### src/sv/sti_pkg.sv
`timescale 1ns / 1ps

package sti_pkg;

	localparam int TABLE_DEPTH = 1024;
	localparam int IDX_W       = $clog2(TABLE_DEPTH);
	localparam int LH_W        = IDX_W + 2;
	localparam int KEY_W       = 32;
	localparam int LEN_W       = 11;
	localparam int LOAD_IDX_W  = 10;
	localparam int POS_W       = 10;
	localparam int PROD_W      = KEY_W + IDX_W;

	localparam logic FUNC_LOAD   = 1'b0;
	localparam logic FUNC_SEARCH = 1'b1;

	typedef logic signed [KEY_W-1:0] key_t;
	typedef logic [IDX_W-1:0]        idx_t;
	typedef logic signed [LH_W-1:0]  bound_t;
	typedef logic [PROD_W-1:0]       prod_t;

endpackage

### src/sv/sti_div.sv
`timescale 1ns / 1ps

module sti_div
	import sti_pkg::*;
(
	input  logic                  clk,
	input  logic                  arst_n,
	input  logic                  start,
	input  prod_t                 num,
	input  logic [KEY_W-1:0]      den,
	output logic                  done,
	output idx_t                  quo
);

	localparam int CNT_W = $clog2(IDX_W + 1);

	prod_t            rem_q;
	prod_t            dsh_q;
	idx_t             quo_q;
	logic [CNT_W-1:0] cnt_q;
	logic             done_q;
	logic [PROD_W:0]  diff;
	logic             ge;

	assign diff = {1'b0, rem_q} - {1'b0, dsh_q};
	assign ge   = !diff[PROD_W];

	always_ff @(posedge clk or negedge arst_n) begin
		if (!arst_n) begin
			rem_q  <= '0;
			dsh_q  <= '0;
			quo_q  <= '0;
			cnt_q  <= '0;
			done_q <= 1'b0;
		end else begin
			done_q <= !start && (cnt_q == CNT_W'(1));
			if (start) begin
				rem_q <= num;
				dsh_q <= PROD_W'(den) << (IDX_W - 1);
				quo_q <= '0;
				cnt_q <= CNT_W'(IDX_W);
			end else if (cnt_q != '0) begin
				if (ge) begin
					rem_q <= diff[PROD_W-1:0];
				end
				quo_q  <= {quo_q[IDX_W-2:0], ge};
				dsh_q  <= dsh_q >> 1;
				cnt_q  <= cnt_q - 1'b1;
			end
		end
	end

	assign done = done_q;
	assign quo  = quo_q;

endmodule

### config.mk
export PLATFORM = sky130hd
export DESIGN_NAME = sti_div
export DESIGN_NICKNAME = d
export VERILOG_FILES = /design/src/sv/sti_pkg.sv /design/src/sv/sti_div.sv
export SDC_FILE = /design/constraint.sdc
export NUM_CORES = 1
export LEC_CHECK = 0
export BUFFER_PORTS_ARGS = -buffer_cell sky130_fd_sc_hd__buf_2
export CAP_MARGIN = 30
export CORE_MARGIN = 2
export CORE_UTILIZATION = 60
export CTS_BUF_LIST = sky130_fd_sc_hd__clkbuf_2 sky130_fd_sc_hd__clkbuf_4 sky130_fd_sc_hd__clkbuf_8
export CTS_CLUSTER_DIAMETER = 60
export DETAILED_ROUTE_END_ITERATION = 10
export PLACE_DENSITY_LB_ADDON = 0.25
export REMOVE_ABC_BUFFERS = 1
export SLEW_MARGIN = 20
export SYNTH_ARGS = -nofsm -noshare
export SYNTH_HDL_FRONTEND = slang
export SYNTH_SLANG_ARGS = --single-unit
export TNS_END_PERCENT = 50
### constraint.sdc
create_clock -name clk -period 7.3 [get_ports clk]
set_input_delay 0.365 -clock clk [delete_from_list [all_inputs] [get_ports clk]]
set_output_delay 0.365 -clock clk [all_outputs]
set_load 0.01 [all_outputs]
==> summary.md <==
| Metric | Value |
|---|---|
| Final estimated routing congestion in global placement | 0.907 |
| Number of buffers added to fix hold violations after cts | 1 |
| Routed length per placed instance | 14.3 µm |
| Leading cell types by total area after synthesis | dfrtp_1, ha_1, a21oi_1 |
| Sum of net half-perimeters after detailed placement | 10,900 µm |
| Number of placement rows | 39 |
| Mean area per synthesized cell | 8.04 µm² |
| DRT Wirelength | 15,100 µm |
| Logic depth of the worst register-to-register path | 14 |
| Dominant delay contributor by cell family on the critical path | compound AO/OA/AOI/OAI gates |
| Internal power summed over all cells | 0.00166 W |
| Number of slew-limit violations in the final report | 0 |
| Critical Path, Cell by Cell | inv_1 -> ha_1 -> inv_1 -> fa_1 -> a21o_1 -> a221o_2 -> a21oi_4 -> o211ai_2 -> nand3_2 -> a21oi_2 -> or2_2 -> buf_4 -> mux2_4 -> o21ai_2 |
| Combinational share of power | 0.621 |
| Hold Vio Cnt, Final | 0 |
| Final instance area | 7490 µm² |
| Residual DRC count | 0 |
| Total Power | 0.00302 W |
| Layout-stage area growth over the synthesis result | 9.31% |
| Wire length of the first global-routing pass | 26,600 µm |
| Total of buffers placed on input and output ports | 87 |
| Slew @ Worst Pin | 900 ps |
| Layout cells sized above 1 | 0.130 |
| Global-route congestion overflow total | 0 |
| Worst-path clk slew | 100 ps |
| Effective utilization at floorplan | 0.608 |
| Slew headroom | 0.397 |
| Count of max-cap constraint violations | 0 |
| Share of the yosys chip area belonging to registers | 0.358 |
| Number of unique standard cell types used by synthesis | 58 |
| Primary FF master, synth | dfrtp_1 |
| Antenna violations before repair | 0 |
| H-tree level count | 3 |
| Horiz. Die Dim | 111 µm |
| Classification of the worst setup path | reg -> reg |
| Cells after synthesis | 853 |
| Maximum cell stage delay along the critical path | 480 ps |
| Reg-to-reg slack, setup | 3790 ps |
| Pre-Repair DR Iteration Count | 5 |
| Std-Cell Core Area | 11,300 µm² |
| Setup-failing EPs final | 0 |
| Kind of start point of the critical path | register |
| Total via count in the routed design | 6,023 |
| Sum of buffers and inverters on the critical path | 3 |
| Count of flip-flops with a built-in enable after synthesis | 0 |
| Async set-reset flop share out of synthesis | 1.00 |
| Number of instances resized during post-cts repair | 0 |
| TritonCTS clock tree | yes |
| Detailed Route Iter0 Violations | 337 |
| Area of the mapped netlist | 6860 µm² |
| Pin count of the biggest net entering global routing | 85 |
| Peak supply drop | 0.000200 V |
| TritonCTS buffer count | 9 |
| Worst path slowest cell | or2_2 |
| Reg power frac | 0.256 |
| Number of global-route vias before repair | 5,790 |
| CP Capture Type | register |
| Peak clock frequency supported by timing | 285 MHz |
| Hold Path Origin | den[24] |
| DIE AREA | 12,300 µm² |
| Clock latency on the worst-skew pair | 380 ps |
| Worst min-delay path category | in -> reg |
| Proportion of synthesized area in mux cells | 0.0533 |
| N_diodes | 0 |
| Run status | complete, no violations |
| Clock network power share | 0.122 |
| Fill cell count | 999 |
| Post-synthesis xor/xnor area fraction | 0.0473 |
| Skew final | 10.5 ps |
| Hold Path Depth | 3 |
| Pwr dens | 403 nW/µm² |
| Compound-cell area share of the yosys netlist | 0.238 |
| Cell type with the highest aggregate area in the netlist | dfrtp_1 |
| Worst-case hold path end point | dsh_q[33] |
| Worst EP required | 7610 ps |
| Maximum clock path buffer count | 2 |
| Post-CTS Repair Setup Buffers | 0 |
| Critical path arrival | 3820 ps |
| Area share of the leading cell type in the synthesized netlist | 0.358 |
| Reg-to-reg endpoint | rem_q[0] |
| Global routing usage summed across all routing layers | 0.258 |
| Switching power summed over all nets | 0.00136 W |
| Arithmetic-cell share of the synthesized area counting full adders, half adders and majority gates | 0.0814 |
| Remaining antenna violation count after routing | 0 |
| Warnings from Yosys | 0 |
| Aggregate negative setup slack | 0 ps |
| Static leakage | 3.66 nW |
| R2R Path Start | rem_q[0] |
| Final Cycle Share | 0.481 |
| Number of register bits inferred by synthesis | 98 |
| I/O pin total | 88 |
| Simple logic cell fraction of the synthesized area | 0.159 |
| Detailed-route vias per instance | 5.70 |
| Maximum fanout along the worst path | 31 |
| Area after DPL | 7290 µm² |
| Net count of the finished layout | 1,030 |
| Root Driver | clkbuf_8 |
| Main combinational cell family by area after synthesis | compound AO/OA/AOI/OAI gates |
| Overall die height | 111 µm |
| RSZ-0062 raised after global routing | no |
| Switching share of power | 0.451 |
| Final period demand of the worst path | 3510 ps |
| Cell repeated most along the worst path | inv_1 |
| Clock Sinks | 98 |
==> cells by family after synthesis <==
family                   Yosys count
AO/OA/AOI/OAI                    276
AND/OR/NAND/NOR                  257
buffers and inverters            105
flip-flops                        98
adder cells (fa/ha/maj)           44
XOR/XNOR                          37
multiplexers                      36
==> cell usage in the layout (no fill, tap or decap), types with 3 or more instances in the layout <==
master	netlist	routed
o21bai_1	6	6
a21o_1	25	25
o31ai_1	5	5
nor3_1	5	5
o21ai_1	4	4
a31oi_1	9	9
xnor2_1	20	20
and2_1	6	5
nand4_1	10	10
or3_1	4	4
nand3_1	7	7
o211ai_1	5	5
dfrtp_1	98	98
a211o_1	3	3
nand2b_1	4	4
o221ai_1	3	3
buf_4	0	6
o21a_1	3	3
a21oi_1	106	106
mux2i_1	35	35
xor2_1	17	17
o21ai_0	82	82
buf_2	3	85
a221oi_1	3	3
ha_1	43	43
nor2_1	66	66
nand2_1	139	139
a211oi_1	7	7
clkbuf_8	0	9
inv_1	57	57
and3_1	6	6
==> tightest hold or removal path: stages <==
cell     delay [ps]
buf_2            70
nand2_1          40
o21ai_0          50
==> worst max path at each step <==
stage          startpoint  endpoint  cells after the start
5_1_grt          rem_q[0]  rem_q[0]                     14
3_5_place_dp     rem_q[0]  rem_q[0]                     14
2_1_floorplan    cnt_q[0]  rem_q[0]                      7
6_report         rem_q[0]  rem_q[0]                     14
3_3_place_gp     rem_q[0]  rem_q[0]                     14
4_1_cts          rem_q[0]  rem_q[0]                     14
==> per-stage QoR <==
step	utilization	setup WS [ps]	hold WS, ps	cells
after detailed placement	0.646	3780	385	1040
after global placement	0.646	3860	384	1040
after global routing	0.665	3580	181	1057
after floorplan	-	3330	69.4	806
final	0.665	3790	180	1057
after CTS	0.665	3760	172	1057
==> cell usage after synthesis, drive strengths merged (7+ instances only) <==
| library cell | n |
|---|---|
| a31oi | 9 |
| buf | 14 |
| nand2 | 139 |
| nand3 | 8 |
| a21o | 25 |
| dfrtp | 98 |
| clkbuf | 33 |
| mux2i | 35 |
| o21ai | 87 |
| nand4 | 10 |
| xnor2 | 20 |
| a21oi | 108 |
| nor2 | 66 |
| a211oi | 7 |
| ha | 43 |
| xor2 | 17 |
| inv | 57 |
==> power groups by stage <==
stage | logic [W] | registers (W) | clock network, W
floorplan | 0.00150 | 0.000759 | 0
global placement | 0.00181 | 0.000777 | 0
detailed placement | 0.00185 | 0.000778 | 0
CTS | 0.00186 | 0.000773 | 0.000377
global route | 0.00210 | 0.000791 | 0.000394
finish | 0.00187 | 0.000773 | 0.000369
==> layer usage <==
layer / vias up / track usage / wire length, µm
met5: - / 0 / 0
met3: 20 / 0.0508 / 687
met1: 2820 / 0.345 / 7000
met4: 0 / 0.0700 / 198
met2: 132 / 0.429 / 7200
li1: 3051 / - / -
==> registers in the layout, indices dropped and copies added, names as in the netlist <==
register / count
cnt_q: 4
done: 1
dsh_q: 41
quo: 10
rem_q: 42
==> layout make-up <==
type / count / area, µm² / share of cell area
clock buffers: 10 / 131 / 0.0175
clock inverters: 6 / 65.1 / 0.00868
inverters: 58 / 218 / 0.0291
multi-input cells: 650 / 3970 / 0.529
flip-flops and latches: 98 / 2450 / 0.327
well taps: 143 / 179 / 0.0239
repair buffers: 92 / 480 / 0.0641
(Power assumes the default switching activity.)
